**src/hw/rtl/u2u8_pkg.sv**
```systemverilog
`default_nettype none

package u2u8_pkg;

    // input item: one utf-16 code unit with end mark
    typedef struct packed {
        logic [15:0] code_unit;
        logic        end_of_string;
    } unit_item_t;

    // output item: one utf-8 byte with end-of-run flag
    typedef struct packed {
        logic [7:0] utf8_byte;
        logic       last_of_run;
    } byte_item_t;

    // encoded code point waiting for the serializer
    typedef struct packed {
        logic [3:0][7:0] bytes;
        logic [1:0]      last_idx;
    } enc_entry_t;

    // queue status seen by both sides
    typedef struct packed {
        logic full;
        logic empty;
    } q_status_t;

    localparam int QUEUE_DEPTH = 2;

    localparam logic [15:0] HIGH_SUR_FIRST = 16'hD800;
    localparam logic [15:0] HIGH_SUR_LAST  = 16'hDBFF;
    localparam logic [15:0] LOW_SUR_FIRST  = 16'hDC00;
    localparam logic [15:0] LOW_SUR_LAST   = 16'hDFFF;
    localparam logic [20:0] SUPP_BASE      = 21'h10000;
    localparam logic [20:0] MAX_ONE_BYTE   = 21'h7F;
    localparam logic [20:0] MAX_TWO_BYTE   = 21'h7FF;
    localparam logic [20:0] MAX_THREE_BYTE = 21'hFFFF;
    localparam logic [7:0]  LEAD_TWO       = 8'hC0;
    localparam logic [7:0]  LEAD_THREE     = 8'hE0;
    localparam logic [7:0]  LEAD_FOUR      = 8'hF0;
    localparam logic [7:0]  CONT_MARK      = 8'h80;

endpackage

`default_nettype wire

```
**src/hw/rtl/u2u8_front.sv**
```systemverilog
`default_nettype none

module u2u8_front (
    input  wire logic                  clk,
    input  wire logic                  rst_n,
    input  wire logic                  unit_valid,
    output logic                       unit_stall,
    input  wire u2u8_pkg::unit_item_t  unit_item,
    input  wire u2u8_pkg::q_status_t   q_status,
    output logic                       push,
    output u2u8_pkg::enc_entry_t       push_entry
);

    logic [20:0] pending_reg;
    logic [20:0] pending_next;
    logic        stopped_reg;
    logic        stopped_next;
    logic        accept;
    logic        is_zero;
    logic        is_high;
    logic        is_low;
    logic [20:0] code_point;
    logic [15:0] unit;

    assign unit       = unit_item.code_unit;
    assign unit_stall = q_status.full;
    assign accept     = unit_valid && !q_status.full;

    // classify the unit
    assign is_zero = (unit == 16'h0000);
    assign is_high = (unit >= u2u8_pkg::HIGH_SUR_FIRST) && (unit <= u2u8_pkg::HIGH_SUR_LAST);
    assign is_low  = (unit >= u2u8_pkg::LOW_SUR_FIRST) && (unit <= u2u8_pkg::LOW_SUR_LAST);

    // code point completed by this unit
    always_comb
    begin
        if (is_low)
        begin
            code_point = pending_reg | {11'd0, 10'(unit - u2u8_pkg::LOW_SUR_FIRST)};
        end
        else
        begin
            code_point = {5'd0, unit};
        end
    end

    // utf-8 byte layout of the code point
    always_comb
    begin
        push_entry = '0;
        if (code_point <= u2u8_pkg::MAX_ONE_BYTE)
        begin
            push_entry.bytes[0] = code_point[7:0];
            push_entry.last_idx = 2'd0;
        end
        else if (code_point <= u2u8_pkg::MAX_TWO_BYTE)
        begin
            push_entry.bytes[0] = u2u8_pkg::LEAD_TWO | {3'd0, code_point[10:6]};
            push_entry.bytes[1] = u2u8_pkg::CONT_MARK | {2'd0, code_point[5:0]};
            push_entry.last_idx = 2'd1;
        end
        else if (code_point <= u2u8_pkg::MAX_THREE_BYTE)
        begin
            push_entry.bytes[0] = u2u8_pkg::LEAD_THREE | {4'd0, code_point[15:12]};
            push_entry.bytes[1] = u2u8_pkg::CONT_MARK | {2'd0, code_point[11:6]};
            push_entry.bytes[2] = u2u8_pkg::CONT_MARK | {2'd0, code_point[5:0]};
            push_entry.last_idx = 2'd2;
        end
        else
        begin
            push_entry.bytes[0] = u2u8_pkg::LEAD_FOUR | {5'd0, code_point[20:18]};
            push_entry.bytes[1] = u2u8_pkg::CONT_MARK | {2'd0, code_point[17:12]};
            push_entry.bytes[2] = u2u8_pkg::CONT_MARK | {2'd0, code_point[11:6]};
            push_entry.bytes[3] = u2u8_pkg::CONT_MARK | {2'd0, code_point[5:0]};
            push_entry.last_idx = 2'd3;
        end
    end

    assign push = accept && !stopped_reg && !is_zero && !is_high;

    // string state update
    always_comb
    begin
        pending_next = pending_reg;
        stopped_next = stopped_reg;
        if (accept)
        begin
            if (!stopped_reg)
            begin
                priority if (is_zero)
                begin
                    stopped_next = 1'b1;
                end
                else if (is_high)
                begin
                    pending_next = {1'b0, 10'(unit - u2u8_pkg::HIGH_SUR_FIRST), 10'd0}
                                   + u2u8_pkg::SUPP_BASE;
                end
                else
                begin
                    pending_next = '0;
                end
            end
            if (unit_item.end_of_string)
            begin
                pending_next = '0;
                stopped_next = 1'b0;
            end
        end
    end

    always_ff @(posedge clk or negedge rst_n)
    begin
        if (!rst_n)
        begin
            pending_reg <= '0;
            stopped_reg <= 1'b0;
        end
        else
        begin
            pending_reg <= pending_next;
            stopped_reg <= stopped_next;
        end
    end

endmodule

`default_nettype wire

```
**src/hw/rtl/u2u8_queue.sv**
```systemverilog
`default_nettype none

module u2u8_queue #(
    parameter int Depth = u2u8_pkg::QUEUE_DEPTH
) (
    input  wire logic                  clk,
    input  wire logic                  rst_n,
    input  wire logic                  push,
    input  wire u2u8_pkg::enc_entry_t  push_entry,
    input  wire logic                  pop,
    output u2u8_pkg::enc_entry_t       pop_entry,
    output u2u8_pkg::q_status_t        q_status
);

    localparam int PtrW = (Depth > 1) ? $clog2(Depth) : 1;
    localparam int CntW = $clog2(Depth + 1);

    u2u8_pkg::enc_entry_t entries_reg [Depth];
    logic [PtrW-1:0] wr_ptr_reg;
    logic [PtrW-1:0] rd_ptr_reg;
    logic [CntW-1:0] count_reg;
    logic            do_push;
    logic            do_pop;

    assign q_status.full  = (count_reg == CntW'(Depth));
    assign q_status.empty = (count_reg == '0);
    assign do_push   = push && !q_status.full;
    assign do_pop    = pop && !q_status.empty;
    assign pop_entry = entries_reg[rd_ptr_reg];

    // entry storage
    always_ff @(posedge clk)
    begin
        if (do_push)
        begin
            entries_reg[wr_ptr_reg] <= push_entry;
        end
    end

    // pointers and fill count
    always_ff @(posedge clk or negedge rst_n)
    begin
        if (!rst_n)
        begin
            wr_ptr_reg <= '0;
            rd_ptr_reg <= '0;
            count_reg  <= '0;
        end
        else
        begin
            if (do_push)
            begin
                wr_ptr_reg <= (wr_ptr_reg == PtrW'(Depth - 1)) ? '0 : wr_ptr_reg + 1'b1;
            end
            if (do_pop)
            begin
                rd_ptr_reg <= (rd_ptr_reg == PtrW'(Depth - 1)) ? '0 : rd_ptr_reg + 1'b1;
            end
            if (do_push && !do_pop)
            begin
                count_reg <= count_reg + 1'b1;
            end
            else if (do_pop && !do_push)
            begin
                count_reg <= count_reg - 1'b1;
            end
        end
    end

endmodule

`default_nettype wire

```
**src/hw/rtl/u2u8_back.sv**
```systemverilog
`default_nettype none

module u2u8_back (
    input  wire logic                  clk,
    input  wire logic                  rst_n,
    input  wire u2u8_pkg::q_status_t   q_status,
    input  wire u2u8_pkg::enc_entry_t  pop_entry,
    output logic                       pop,
    output logic                       byte_valid,
    input  wire logic                  byte_stall,
    output u2u8_pkg::byte_item_t       byte_item
);

    u2u8_pkg::enc_entry_t cur_reg;
    logic                 cur_valid_reg;
    logic [1:0]           idx_reg;
    logic                 out_valid_reg;
    u2u8_pkg::byte_item_t out_reg;
    logic                 load_out;
    logic                 send;
    logic                 send_last;

    assign load_out  = !out_valid_reg || !byte_stall;
    assign send      = load_out && cur_valid_reg;
    assign send_last = send && (idx_reg == cur_reg.last_idx);
    assign pop       = !q_status.empty && (!cur_valid_reg || send_last);

    assign byte_valid = out_valid_reg;
    assign byte_item  = out_reg;

    // current entry and byte index
    always_ff @(posedge clk or negedge rst_n)
    begin
        if (!rst_n)
        begin
            cur_valid_reg <= 1'b0;
            idx_reg       <= '0;
        end
        else
        begin
            if (pop)
            begin
                cur_valid_reg <= 1'b1;
                idx_reg       <= '0;
            end
            else if (send_last)
            begin
                cur_valid_reg <= 1'b0;
            end
            else if (send)
            begin
                idx_reg <= idx_reg + 1'b1;
            end
        end
    end

    always_ff @(posedge clk)
    begin
        if (pop)
        begin
            cur_reg <= pop_entry;
        end
    end

    // output register
    always_ff @(posedge clk or negedge rst_n)
    begin
        if (!rst_n)
        begin
            out_valid_reg <= 1'b0;
        end
        else if (load_out)
        begin
            out_valid_reg <= cur_valid_reg;
        end
    end

    always_ff @(posedge clk)
    begin
        if (send)
        begin
            out_reg.utf8_byte   <= cur_reg.bytes[idx_reg];
            out_reg.last_of_run <= (idx_reg == cur_reg.last_idx);
        end
    end

endmodule

`default_nettype wire

```
**src/hw/rtl/utf16_to_utf8_stream_encoder.sv**
```systemverilog
`default_nettype none

// UTF-16 to UTF-8 stream encoder. Each input item is one 16-bit code unit with an
// end-of-string mark; each output item is one UTF-8 byte, with last_of_run set on the
// final byte produced for that unit. A high surrogate is held and produces nothing until
// its low surrogate arrives, a zero unit stops output until the end mark, and the end
// mark clears all string state. The front end takes one unit per cycle as long as the
// QueueDepth-entry queue of encoded code points has room; the output side sends one byte
// per cycle while byte_stall is low, and a unit yields 1, 2, 3 or 4 bytes by its UTF-8
// length, 4 at worst; units that produce no bytes are handled at the front only.
// The byte serializer and its output register set the sustained rate. An accepted unit
// passes through a queue entry, the serializer's current entry and the output register.
module utf16_to_utf8_stream_encoder #(
    parameter int QueueDepth = u2u8_pkg::QUEUE_DEPTH
) (
    input  wire logic                  clk,
    input  wire logic                  rst_n,
    input  wire logic                  unit_valid,
    output logic                       unit_stall,
    input  wire u2u8_pkg::unit_item_t  unit_item,
    output logic                       byte_valid,
    input  wire logic                  byte_stall,
    output u2u8_pkg::byte_item_t       byte_item
);

    u2u8_pkg::q_status_t  q_status;
    u2u8_pkg::enc_entry_t push_entry;
    u2u8_pkg::enc_entry_t pop_entry;
    logic                 push;
    logic                 pop;

    // classify units and build code points
    u2u8_front u_front (
        .clk        (clk),
        .rst_n      (rst_n),
        .unit_valid (unit_valid),
        .unit_stall (unit_stall),
        .unit_item  (unit_item),
        .q_status   (q_status),
        .push       (push),
        .push_entry (push_entry)
    );

    // encoded code points in flight
    u2u8_queue #(
        .Depth (QueueDepth)
    ) u_queue (
        .clk        (clk),
        .rst_n      (rst_n),
        .push       (push),
        .push_entry (push_entry),
        .pop        (pop),
        .pop_entry  (pop_entry),
        .q_status   (q_status)
    );

    // byte serializer
    u2u8_back u_back (
        .clk        (clk),
        .rst_n      (rst_n),
        .q_status   (q_status),
        .pop_entry  (pop_entry),
        .pop        (pop),
        .byte_valid (byte_valid),
        .byte_stall (byte_stall),
        .byte_item  (byte_item)
    );

endmodule

`default_nettype wire

```
**config.mk**
```make
export PLATFORM = sky130hd
export DESIGN_NAME = utf16_to_utf8_stream_encoder
export DESIGN_NICKNAME = d
export VERILOG_FILES = /design/src/hw/rtl/u2u8_pkg.sv /design/src/hw/rtl/u2u8_front.sv /design/src/hw/rtl/u2u8_queue.sv /design/src/hw/rtl/u2u8_back.sv /design/src/hw/rtl/utf16_to_utf8_stream_encoder.sv
export SDC_FILE = /design/constraint.sdc
export NUM_CORES = 1
export LEC_CHECK = 0
export BUFFER_PORTS_ARGS = -buffer_cell sky130_fd_sc_hd__buf_2
export CORE_MARGIN = 3
export CORE_UTILIZATION = 55
export DETAILED_ROUTE_END_ITERATION = 16
export PLACE_DENSITY = 0.73
export SETUP_SLACK_MARGIN = 0.02
export SYNTH_ARGS = -nofsm -noshare
export SYNTH_HDL_FRONTEND = slang
export SYNTH_SLANG_ARGS = --single-unit
```
**constraint.sdc**
```tcl
create_clock -name clk -period 5.73 [get_ports clk]
set_input_delay 1.146 -clock clk [delete_from_list [all_inputs] [get_ports clk]]
set_output_delay 1.146 -clock clk [all_outputs]
set_load 0.01 [all_outputs]
```
==> results of run 1 <==
-- cell usage in the layout (no fill, tap or decap), types with 3 or more instances in the layout --
master | Yosys | layout
sky130_fd_sc_hd__nor3_1 | 4 | 3
sky130_fd_sc_hd__o21ai_0 | 11 | 11
sky130_fd_sc_hd__a21oi_1 | 6 | 6
sky130_fd_sc_hd__nand3_1 | 5 | 5
sky130_fd_sc_hd__nand2_1 | 26 | 26
sky130_fd_sc_hd__a22o_1 | 11 | 11
sky130_fd_sc_hd__and2_1 | 6 | 6
sky130_fd_sc_hd__xnor2_1 | 7 | 7
sky130_fd_sc_hd__buf_2 | 2 | 31
sky130_fd_sc_hd__buf_4 | 4 | 4
sky130_fd_sc_hd__mux4_2 | 7 | 7
sky130_fd_sc_hd__edfxtp_1 | 99 | 99
sky130_fd_sc_hd__mux2_4 | 3 | 3
sky130_fd_sc_hd__o221ai_1 | 4 | 4
sky130_fd_sc_hd__ha_1 | 4 | 4
sky130_fd_sc_hd__clkinv_4 | 0 | 3
sky130_fd_sc_hd__or3_1 | 3 | 3
sky130_fd_sc_hd__clkbuf_16 | 0 | 16
sky130_fd_sc_hd__inv_1 | 12 | 12
sky130_fd_sc_hd__o2bb2ai_1 | 4 | 4
sky130_fd_sc_hd__mux2_2 | 30 | 30
sky130_fd_sc_hd__clkinv_2 | 0 | 3
sky130_fd_sc_hd__clkinvlp_4 | 0 | 5
sky130_fd_sc_hd__dfrtp_1 | 20 | 20
sky130_fd_sc_hd__nor2_1 | 13 | 13
sky130_fd_sc_hd__a211oi_2 | 3 | 3
-- metal layers --
metal	wire [µm]	part of all wire, %
met5	0	0
met4	109	1.1
met3	655	6.4
met2	5050	49
met1	4480	44
-- kinds of logic (layout without fill, tap and decap cells) --
| kind of cell | after synthesis | count (layout) | share of synthesized area (%) |
|---|---|---|---|
| buffers and inverters | 28 | 81 | 2.53 |
| adders and majority gates | 4 | 4 | 0.962 |
| DFF | 119 | 119 | 66.8 |
| and+or+nand+nor | 79 | 79 | 8.76 |
| AOI/OAI and AO/OA | 56 | 56 | 8.68 |
| xor gates and xnor gates | 9 | 9 | 1.52 |
| muxes | 42 | 42 | 10.8 |
-- worst max-delay path, stage by stage, from the launching register on --
cell and delay, ns:
sky130_fd_sc_hd__dfrtp_1 0.79, sky130_fd_sc_hd__xnor2_1 0.19, sky130_fd_sc_hd__nand2_1 0.14, sky130_fd_sc_hd__o21ai_0 0.41, sky130_fd_sc_hd__o21ai_0 0.30, sky130_fd_sc_hd__inv_1 0.91
-- synth_stat cells (2+ instances only) --
library cell and count:
sky130_fd_sc_hd__inv_2 2, sky130_fd_sc_hd__buf_2 2, sky130_fd_sc_hd__a21oi_1 6, sky130_fd_sc_hd__nand3b_1 2
sky130_fd_sc_hd__nand4_1 2, sky130_fd_sc_hd__nand2_1 26, sky130_fd_sc_hd__a211oi_1 2, sky130_fd_sc_hd__nor3_1 4
sky130_fd_sc_hd__o41ai_1 2, sky130_fd_sc_hd__nor4_2 2, sky130_fd_sc_hd__buf_4 4, sky130_fd_sc_hd__xor2_1 2
sky130_fd_sc_hd__ha_1 4, sky130_fd_sc_hd__mux2_4 3, sky130_fd_sc_hd__mux2i_1 2, sky130_fd_sc_hd__nor3b_1 2
sky130_fd_sc_hd__nand3_1 5, sky130_fd_sc_hd__a22o_1 11, sky130_fd_sc_hd__o2bb2ai_1 4, sky130_fd_sc_hd__mux4_2 7
sky130_fd_sc_hd__or4_1 2, sky130_fd_sc_hd__edfxtp_1 99, sky130_fd_sc_hd__inv_1 12, sky130_fd_sc_hd__clkbuf_1 3
sky130_fd_sc_hd__xnor2_1 7, sky130_fd_sc_hd__dfrtp_1 20, sky130_fd_sc_hd__and2_1 6, sky130_fd_sc_hd__o221ai_1 4
sky130_fd_sc_hd__a211oi_2 3, sky130_fd_sc_hd__mux2_2 30, sky130_fd_sc_hd__nor2_1 13, sky130_fd_sc_hd__a21boi_0 2
sky130_fd_sc_hd__buf_1 3, sky130_fd_sc_hd__or3_1 3, sky130_fd_sc_hd__o21ai_0 11
-- layout make-up --
type	count	area, µm²
Sequential cell	119	3470
Multi-Input combinational cell	190	1600
Tap cell	108	135
Clock buffer	17	414
Inverter	14	52.6
Clock inverter	15	130
Fill cell	623	2940
Timing Repair Buffer	35	185
-- worst max path at each step --
stage | endpoint | slack [ns] | cells past startpoint
global route | u_back.cur_reg[19] | 2.27 | 5
detailed placement | u_queue.entries_reg[1][6] | 2.02 | 9
floorplan | u_queue.entries_reg[0][0] | 1.13 | 6
finish | u_back.cur_reg[10] | 2.57 | 5
global placement | u_queue.entries_reg[1][18] | 2.09 | 9
CTS | u_back.cur_reg[17] | 2.50 | 5
-- power groups by stage --
| stage | sequential (W) | clock [W] | combinational [W] |
|---|---|---|---|
| floorplan | 0.00131 | 0 | 0.000442 |
| global placement | 0.00133 | 0 | 0.000579 |
| detailed placement | 0.00135 | 0 | 0.000591 |
| CTS | 0.00133 | 0.000975 | 0.000596 |
| global route | 0.00135 | 0.00102 | 0.000646 |
| finish | 0.00132 | 0.000962 | 0.000587 |
-- through the flow --
step                power (W)  utilization (%)  instance area, µm²  cells
floorplan             0.00175                -                5200    337
global placement      0.00191             61.0                5450    466
detailed placement    0.00194             61.0                5450    466
CTS                   0.00290             67.1                5990    498
global route          0.00301             67.1                5990    498
finish                0.00287             67.1                5990    498
==> results.md, run 1 <==
Finish:
- From synthesis to final layout, the design area changed by 15.2%.
- In the final layout, the share of cells above drive strength 1 is 31.8%.
- The flip-flop count of the largest register, all copies and words added is 60.
- The number of antenna diodes in the final layout is 0.
- The final layout contains 402 nets.

Global route:
- The first global-routing pass estimated 16.6 mm of wire.
- The final global-route overflow total is 0.
- Entering global routing, the biggest net connects 32 pins.
- The combined global-route utilization of all metal layers is 21.6%.
- The initial antenna violation count is 0.
- For this run, global-route usage on met3 was measured as 5.70%.
- In the global route stage, met2 resource usage came out at 33.8%.
- For met1 alone, demand over resource in global routing was 30.2%.
- The number of global-route vias before repair was 3086.
- The most congested layer reported by global routing is met2.

Pwr:
- The total net switching power is 0.000802 W.
- Power spread over the standard cell area amounts to 480 nW/µm².
- The sequential share of power is 46.1%.
- Combinational cells account for 20.4% of the total power.
- For this design the static power due to leakage is 2.15 nW.
- The clock group share of total power is 33.5%.
- The internal power of the cells is 0.00207 W.
- IR analysis of the VDD net gives a maximum drop of 0.386 mV.
- In this run switching power makes up 27.9% of total power.

Min path:
- The worst hold path was traced through 2 stages.
- The source of the worst hold timing path is u_front.pending_reg[14].
- The min-delay analysis places its worst path in the category reg -> reg.
- The path with the worst hold slack has its endpoint at u_front.pending_reg[14].

Yosys:
- A synthesized cell averages 15.4 µm².
- The number of distinct library cell variants in the gate-level netlist after synthesis is 60.
- The combined area of all synthesized cells is 5200 µm².
- After synthesis, flip-flops and latches occupy 66.8% of the total area.
- In this run the biggest area consumer among cell types represents 57.2% of the synthesized area.
- During synthesis, Yosys emitted a total of 0 warnings.
- By area the synthesized netlist is led by sky130_fd_sc_hd__edfxtp_1, sky130_fd_sc_hd__dfrtp_1, sky130_fd_sc_hd__mux2_2.
- For this run, the leading register cell type out of synthesis is sky130_fd_sc_hd__edfxtp_1.
- The post-synthesis cell count is 337.
- The fraction of synthesis flops using an asynchronous set or reset pin is 16.8%.
- The post-synth net total is 362.
- The cell taking the most area after synthesis is sky130_fd_sc_hd__edfxtp_1.
- The count of state elements after synthesis is 119.
- The number of flops mapped to enable cells by yosys is 99.

STA:
- The final total negative setup slack is 0 ns.
- On the final layout, the worst hold slack is 0.487 ns.
- Across the routed clock network, the largest skew measured is 0.0130 ns.
- The max-slew violation count is 0.
- The count of final hold-check violations is 0.
- For the pin with the worst max-slew slack, the measured transition is 1.17 ns.
- The clock period minus worst slack is 3.16 ns.
- Setup repair after global routing left no endpoint under its margin.
- The final worst-path cycle share is 55.1%.
- The remaining max-slew budget at the tightest pin is 21.9%.
- Derived from the worst setup path, the maximum achievable clock frequency is 316 MHz.
- The final critical-path setup slack is 2.57 ns.
- The final number of setup-violating endpoints is 0.

Clocking:
- The quantity of gates resized following cts is 0.
- The number of setup buffers added after CTS is 0.
- The clock transition at the register clock pins on the worst setup and hold paths after CTS is 0.06 ns.
- The tree is rooted in a sky130_fd_sc_hd__clkbuf_8.
- The total CTS buffers is 17.
- The clock tree from TritonCTS is done.
- Hold repair after CTS inserted 0 buffers.
- The H-tree was split into 4 levels.
- The buffer levels on the longest clock path is 2.
- The worst-skew pair later-pin latency is 0.51 ns.
- For this design, the sink count on the clock tree is 119.

Critical path:
- For flop-to-flop paths, the worst setup slack is 2.57 ns.
- Measured in cells, the most critical reg-to-reg path has a length of 5.
- In this run the worst path has a maximum fanout of 30.
- The worst setup path startpoint is u_back.idx_reg[0].
- The path type of the worst setup path is reg -> reg.
- The arrival time at the worst endpoint is 3.28 ns.
- STA classifies the critical path startpoint as a flip-flop.
- The endpoint identified for the worst register-to-register timing path is u_back.cur_reg[10].
- The data required time at the worst endpoint is 5.85 ns.
- STA classifies the critical path endpoint as a flip-flop.
- The beginning of the worst register-to-register path is u_back.idx_reg[0].

Floorplanning:
- The die boundary width is 103 µm.
- The region available for standard cell placement spans 8930 µm².
- 32 I/O pins were placed.
- The die covers 10700 µm².
- The die outline height is 103 µm.
- Row generation in the floorplan step produced 34 rows.
- For this configuration, the core starts out at a cell density of 58.2%.

Detailed routing:
- In this run the remaining antenna-violating nets after routing total 0.
- The number of vias after detailed routing is 3010.
- For this run, design rule violations remaining after detail routing come to 0.
- Dividing the detail-routed wire length by the instance count gives 20.7 µm.
- Dividing the detail-routed via count by the number of cells gives 6.04.
- The final wirelength is 10.3 mm.
- For this run, the detailed router's first-pass iteration total came to 5.
- For this block, the initial DRC count from the detailed router was 221.

Placement:
- The last weighted congestion value of the routability-driven placer is 0.957.
- During placement, the flow inserted port buffers numbering 31.
- Detailed placement ended at an HPWL of 7.05 mm.
- Timing analysis after detailed placement gives a worst setup slack of 2.02 ns.

Run:
- The total of max-cap violations is 0.

Outcome:
- The flow ran to the end, and the final reports show no timing, DRC or antenna violations.
(Power assumes the default switching activity.)
==> run 2: changes to the inputs <==
==> constraint.sdc (replaced) <==
create_clock -name clk -period 3.06 [get_ports clk]
set_input_delay 0.612 -clock clk [delete_from_list [all_inputs] [get_ports clk]]
set_output_delay 0.612 -clock clk [all_outputs]
set_load 0.01 [all_outputs]
==> run 2 against run 1 <==
Total power increased by 91%. Register-to-register slack got worse by 2.0 ns. Clock skew fell by 0.0018 ns. Via count up 2.1%. Worst hold slack worse by 0.41 ns. Utilization rose by 1.6 points. Cell count rose by 2.4%. Sequential share of layout area fell by 1.4 points. Clock-buffer cell count is 2 higher. Largest power group unchanged. Non-clock buffer count grew 12. Largest cell class unchanged.
==> results.md, run 2 (synthesis gave the netlist of run 1 again) <==
Critical path:
- The worst setup path startpoint is u_front.pending_reg[17].
- The arrival time at the worst endpoint is 2.80 ns (-0.48 ns).
- In this run the critical register-to-register path is launched from u_front.pending_reg[17].
- The critical-path maximum fanout came to 14 (-53%).
- The endpoint type of the worst setup path is a flip-flop.
- The worst setup path is of the reg -> reg kind.
- The data required time at the worst endpoint is 3.33 ns (-2.52 ns).
- The slowest stage of the critical path is the sky130_fd_sc_hd__or4_4 cell.
- Traced cell by cell, the critical path runs through or4_4 > o211ai_4 > and4_4 > nand4_4 > nor2b_4 > a211oi_1.
- The delay contributed by the slowest stage of the critical path is 0.55 ns (-0.36 ns).
- The type of origin of the critical path is a flip-flop.

Placement:
- The number of port buffers is 31 (unchanged).
- The last weighted congestion value of the routability-driven placer is 0.935 (-2.3%).
- The final HPWL from detailed placement was 6.79 mm (-3.6%).

STA:
- The final total negative setup slack is 0 ns (unchanged).
- The final number of setup-violating endpoints came to 0 (unchanged).
- The count of final hold-check violations is 0 (unchanged).
- The actual transition at the worst max-transition pin is 0.821 ns (-0.349 ns).
- The max-slew violation count is 0 (unchanged).
- The worst clock skew on the final layout is 0.0111 ns (-0.00183 ns).
- The remaining max-slew budget at the tightest pin is 45.1% (+23 points).
- Setup repair after global routing left no endpoint under its margin.
- The final worst-path cycle share is 82.6% (+27 points).
- The clock period minus worst slack is 2.53 ns (-0.631 ns).
- The worst hold slack after final layout is 0.0751 ns (-0.412 ns).
- The fmax was 395 MHz (+25%).

Finish:
- The area growth from synthesis to layout is 18.0%.
- The fraction of final layout cells with drive strength greater than 1 came to 33.3% (+1.5 points).
- The library cells used most frequently in the layout, excluding fill and tap cells, are sky130_fd_sc_hd__edfxtp_1, sky130_fd_sc_hd__buf_2, sky130_fd_sc_hd__mux2_2.
- The multi-input gate area in the final layout came to 1610 µm² (+0.39%).
- The library cell used most frequently in the layout, excluding fill and tap cells, is sky130_fd_sc_hd__edfxtp_1.
- The antenna cell count was 0 (unchanged).
- The fill cell instance count of the final layout is 594 (-4.7%).
- The flip-flop count of the largest register, all copies and words added is 60 (unchanged).
- The number of nets in the layout is 414 (+3.0%).
- The storage element area is 3470 µm² (unchanged).

Outcome:
- The run finished with clean final reports.

Min path:
- The worst min-delay path class is in -> async.

Global route:
- The combined global-route utilization of all metal layers is 21.0% (-0.66 points).
- The initial antenna violation count is 0 (unchanged).
- The wire length of the first global-routing pass is 16.3 mm (-2.2%).
- The number of global-route vias before repair is 3077 (-0.29%).
- The final global-route overflow total is 0 (unchanged).
- The largest net degree at the start of global routing came to 32 (unchanged).

Floorplanning:
- The cell row count is 34 (unchanged).
- The core outline area is 8930 µm² (unchanged).
- The die boundary width was 103 µm (unchanged).
- The number of ports placed on the die boundary is 32 (unchanged).
- The die outline height came to 103 µm (unchanged).
- The total die area came to 10700 µm² (unchanged).
- The initial core utilization is 58.2% (unchanged).

Detailed routing:
- The final wirelength came to 10.1 mm (-1.9%).
- The length of the first detailed-routing pass in iterations is 4 (-1).
- The per-cell routed wire length was 19.8 µm (-4.2%).
- The via density per instance is 6.02 (-0.34%).
- The number of vias after detailed routing was 3072 (+2.1%).
- The number of antenna-violating nets in the routed design is 0 (unchanged).
- The post-route DRC violation count is 0 (unchanged).
- The number of violations reported at the end of detailed-routing iteration 0 came to 169 (-24%).

Run:
- The total of max-cap violations is 0 (unchanged).

Pwr:
- The power density over cell area came to 896 nW/µm² (+87%).
- The static leakage is 2.22 nW (+3.3%).
- The worst vdd rail ir drop is 0.578 mV (+50%).

Clocking:
- The clock transition at the register clock pins on the worst setup and hold paths after CTS was 0.06 ns (about the same).
- The quantity of gates resized following cts was 0 (unchanged).
- The total CTS buffers was 17 (unchanged).
- The H-tree level count is 4 (unchanged).
- In this run the clock root is driven by a sky130_fd_sc_hd__clkbuf_8.
- The clock tree from TritonCTS is done.
- The worst-skew pair later-pin latency is 0.51 ns (about the same).
- The quantity of hold-fixing buffers added after cts was 0 (unchanged).
- The buffer levels on the longest clock path was 2 (unchanged).
- The number of setup buffers added after CTS came to 0 (unchanged).
- The number of sinks on the clock net is 119 (unchanged).
run 2: cell count changes in the layout (fill, tap and decap cells not counted):
cell	delta
sky130_fd_sc_hd__buf_4	+9
sky130_fd_sc_hd__clkinv_4	-2
sky130_fd_sc_hd__buf_12	+3
sky130_fd_sc_hd__clkbuf_1	+2
sky130_fd_sc_hd__inv_6	-2
sky130_fd_sc_hd__bufinv_16	+1
sky130_fd_sc_hd__nor3_4	+1
sky130_fd_sc_hd__clkinvlp_4	+1
sky130_fd_sc_hd__nor3_2	-1
run 2: routing by layer:
metal | GRT usage, % | part of all wire [%]
met4 | 8.86 | 1.6
met5 | 0 | 0
met1 | 28.8 | 46
met3 | 5.37 | 4.7
met2 | 32.1 | 47
run 2: area by class of cell:
cell class	count	area share, %
clock buffer	19	6.87
clock inverter	13	2.16
inverter	14	0.856
multi-input combinational	190	26.2
sequential	119	56.6
tap	108	2.20
timing repair buffer	47	5.10
run 2: where the power goes:
group          total [W]  internal, W  switching [W]
sequential       0.00242      0.00230       0.000125
clock            0.00184      0.00115       0.000690
combinational    0.00124     0.000564       0.000673
total            0.00550      0.00401        0.00149
run 2: final timing paths:
check	depth (start not counted)	end	slack, ns
max in group asynchronous	1	u_front.pending_reg[13]	2.64
worst min-delay path	1	u_queue.wr_ptr_reg	0.08
worst max-delay path	6	u_queue.entries_reg[1][10]	0.53
min in group clk	2	u_front.pending_reg[16]	0.40
worst max register to register	6	u_queue.entries_reg[1][10]	0.53
worst min register to register	2	u_front.pending_reg[18]	0.52
run 2: metrics by stage:
stage | std cells | utilization [%] | cell area [µm²] | total power (W) | setup WS [ns]
final | 510 | 68.7 | 6140 | 0.00550 | 0.531
after global routing | 510 | 68.7 | 6140 | 0.00575 | 0.421
after CTS | 510 | 68.7 | 6140 | 0.00556 | 0.534
after detailed placement | 478 | 62.5 | 5580 | 0.00371 | 0.00272
after global placement | 478 | 62.5 | 5580 | 0.00364 | 0.0746
after floorplan | 337 | - | 5210 | 0.00329 | 0.108
run 2: worst max-delay path, delay by kind of cell (launching register included):
kind / cells / cell delay [ns]
flip-flops: 1 / 0.41
AND/OR/NAND/NOR: 4 / 1.26
AO/OA/AOI/OAI: 2 / 0.63
==> run 3: changes to the inputs <==
--- a/config.mk
+++ b/config.mk
@@ -7,9 +7,9 @@
 export LEC_CHECK = 0
 export BUFFER_PORTS_ARGS = -buffer_cell sky130_fd_sc_hd__buf_2
 export CORE_MARGIN = 3
-export CORE_UTILIZATION = 55
+export CORE_UTILIZATION = 54
 export DETAILED_ROUTE_END_ITERATION = 16
-export PLACE_DENSITY = 0.73
+export PLACE_DENSITY = 0.75
 export SETUP_SLACK_MARGIN = 0.02
 export SYNTH_ARGS = -nofsm -noshare
 export SYNTH_HDL_FRONTEND = slang
==> constraint.sdc (replaced) <==
create_clock -name clk -period 2.1 [get_ports clk]
set_input_delay 0.42 -clock clk [delete_from_list [all_inputs] [get_ports clk]]
set_output_delay 0.42 -clock clk [all_outputs]
set_load 0.01 [all_outputs]
==> run 3 against run 2 <==
The flow now finishes with violations (setup timing). Cell count rose by 17%. Total power rose by 56%. Final area rose by 15%. Sequential power rose by 47%. Critical endpoint is now u_queue.entries_reg[1][4]. Register-to-register slack got worse by 0.77 ns. Largest cell class unchanged. Combinational power rose by 69%. Setup slack got worse by 0.77 ns. Non-clock buffer count rose by 67. Routed wire length rose by 22%. Die area rose by 1.7%. Clock-buffer cell count rose by 5.
==> results.md, run 3 (synthesis gave the netlist of run 1 again) <==
Critical path:
- The combined buffer and inverter count along the critical path is 1 (+1).
- The slowest stage of the critical path belongs to the cell sky130_fd_sc_hd__or4_4.
- The endpoint type of the worst setup path is a flip-flop.
- The worst setup path is launched from a flip-flop.
- The delay contributed by the slowest stage of the critical path is 0.57 ns (+0.02 ns).
- Grouping stages by cell kind, the critical path spends the most delay in simple AND/OR/NAND/NOR gates.
- The critical-path maximum fanout is 5 (-9).
- Walking the worst path, the cells encountered are or4_4 > o211ai_4 > and4_4 > and4b_4 > inv_6 > mux2_4.
- The path type of the worst setup path is reg -> reg.
- The data required time at the worst endpoint is 2.36 ns (-0.97 ns).
- The arrival time at the worst endpoint was 2.59 ns (-0.21 ns).

STA:
- The remaining max-slew budget at the tightest pin is 65.7% (+21 points).
- The worst hold slack after final layout is 0.202 ns (+0.127 ns).
- The final worst-path cycle share is 111% (+29 points).
- The final total negative setup slack is -8.60 ns (-8.60 ns).
- The count of final hold-check violations was 0 (unchanged).
- The final number of setup-violating endpoints is 44 (+44).
- The final critical-path setup slack is -0.238 ns (-0.769 ns).
- The fmax is 428 MHz (+8.2%).
- The max-slew violation count is 0 (unchanged).
- Setup repair after global routing could not meet its margin everywhere.
- The worst clock skew on the final layout came to 0.0102 ns (-0.000895 ns).
- The actual transition at the worst max-transition pin is 0.514 ns (-0.307 ns).
- The clock period minus worst slack came to 2.34 ns (-0.191 ns).

Global route:
- The combined global-route utilization of all metal layers came to 23.1% (+2.1 points).
- The final global-route overflow total was 0 (unchanged).
- The initial antenna violation count came to 0 (unchanged).
- The largest net degree at the start of global routing is 32 (unchanged).
- The number of global-route vias before repair came to 3603 (+17%).
- The wire length of the first global-routing pass came to 19.1 mm (+17%).

Clocking:
- The H-tree level count is 4 (unchanged).
- The number of sinks on the clock net is 119 (unchanged).
- The worst-skew pair later-pin latency is 0.51 ns (about the same).
- The clock transition at the register clock pins on the worst setup and hold paths after CTS is 0.06 ns (about the same).
- The buffer levels on the longest clock path is 2 (unchanged).
- The total CTS buffers is 17 (unchanged).
- The clock tree from TritonCTS is done.
- The buffer type at the clock tree root is sky130_fd_sc_hd__clkbuf_8.

Detailed routing:
- The number of antenna-violating nets in the routed design is 0 (unchanged).
- The per-cell routed wire length is 20.6 µm (+4.3%).
- The post-route DRC violation count was 0 (unchanged).
- The final wirelength is 12.3 mm (+22%).
- The length of the first detailed-routing pass in iterations is 5 (+1).
- The via density per instance is 5.79 (-3.9%).
- The number of vias after detailed routing is 3460 (+13%).
- The number of violations reported at the end of detailed-routing iteration 0 is 279 (+65%).

Finish:
- The most common cell after layout, fill and taps aside is sky130_fd_sc_hd__edfxtp_1.
- The fraction of final layout cells with drive strength greater than 1 is 49.0% (+16 points).
- The top cell types in the final layout, fill and taps aside, are sky130_fd_sc_hd__edfxtp_1, sky130_fd_sc_hd__buf_4, sky130_fd_sc_hd__buf_2.
- The flip-flop count of the largest register, all copies and words added is 60 (unchanged).
- The utilization of the core after routing is 76.2% (+7.5 points).
- Relative to the synthesized area, the layout overhead comes to 36.0%.
- The number of nets in the layout was 481 (+16%).
- The antenna cell count is 0 (unchanged).

Run:
- The total of max-cap violations is 0 (unchanged).

Outcome:
- The flow ran to the end, but the final reports show violations.
- The final reports fail on setup timing.

Placement:
- The pre-CTS setup slack came to -0.299 ns (-0.301 ns).
- The last weighted congestion value of the routability-driven placer is 0.907 (-3.0%).
- The final HPWL from detailed placement is 7.43 mm (+9.4%).
- The number of port buffers is 31 (unchanged).

Min path:
- The worst min-delay path class is in -> reg.

Pwr:
- The power density over cell area came to 1210 nW/µm² (+35%).
- The worst vdd rail ir drop is 0.853 mV (+48%).
- The static leakage was 2.70 nW (+21%).

Floorplanning:
- The cell row count was 35 (+2.9%).
- The number of ports placed on the die boundary is 32 (unchanged).
- The die outline height is 104 µm (+0.87%).
- The total die area is 10800 µm² (+1.7%).
- The initial core utilization came to 56.0% (-2.2 points).
- The core outline area is 9280 µm² (+3.9%).
- The die boundary width is 104 µm (+0.87%).
-- run 3: changes by cell type in the layout (fill, tap and decap cells not counted), sizes merged --
cell / change
clkbuf: +5
bufbuf: +1
dlygate4sd3: +1
buf: +65
bufinv: +1
clkinv: -1
clkinvlp: -5
-- run 3: final cells by class --
class,instances,area (µm²)
timing repair buffer,114,918
clock buffer,24,480
fill,534,2210
tap,129,161
inverter,14,77.6
sequential,119,3470
multi-input combinational,190,1840
clock inverter,8,121
-- run 3: power by group --
part,leakage [nW],total (W),internal [W],switching (W)
combinational,1.24,0.00209,0.00101,0.00108
sequential,1.16,0.00355,0.00335,0.000197
clock,0.295,0.00294,0.00193,0.00101
-- run 3: final timing paths --
| path | from | to | slack [ns] | depth (start not counted) |
|---|---|---|---|---|
| setup / recovery | u_front.pending_reg[18] | u_queue.entries_reg[1][4] | -0.24 | 6 |
| max in group asynchronous | rst_n | u_front.pending_reg[19] | 1.32 | 2 |
| hold / removal | byte_stall | u_back.byte_valid | 0.20 | 3 |
| min in group asynchronous | rst_n | u_back.cur_valid_reg | 0.42 | 2 |
| hold reg to reg | u_front.pending_reg[14] | u_front.pending_reg[14] | 0.52 | 2 |
| setup reg to reg | u_front.pending_reg[18] | u_queue.entries_reg[1][4] | -0.24 | 6 |
-- run 3: worst reg2reg max path, stage by stage, from the launching register on --
cell                       delay, ns
sky130_fd_sc_hd__dfrtp_1        0.37
sky130_fd_sc_hd__or4_4          0.57
sky130_fd_sc_hd__o211ai_4       0.21
sky130_fd_sc_hd__and4_4         0.26
sky130_fd_sc_hd__and4b_4        0.29
sky130_fd_sc_hd__inv_6          0.06
sky130_fd_sc_hd__mux2_4         0.31
-- run 3: through the flow --
step / total power, W / std cells / area, µm²
2_1_floorplan: 0.00482 / 337 / 5380
3_3_place_gp: 0.00551 / 554 / 6190
3_5_place_dp: 0.00561 / 554 / 6190
4_1_cts: 0.00857 / 597 / 7000
5_1_grt: 0.00893 / 598 / 7070
6_report: 0.00858 / 598 / 7070
-- run 3: layer usage --
metal,routed length [µm],up-vias,track usage (%)
met1,5000,1748,28.3
met2,6450,140,39.3
met4,251,0,9.40
li1,-,1543,-
met3,639,29,5.83
met5,0,-,0
-- run 3: timing repair --
item                                    CTS  global route
hold buffers                              1             0
pin swaps                                 7             4
endpoints found under the setup margin   46            55
gates resized for setup                  18            16
buffers inserted                          9             3
cloned                                    1             0
endpoints found under the hold margin    20             0
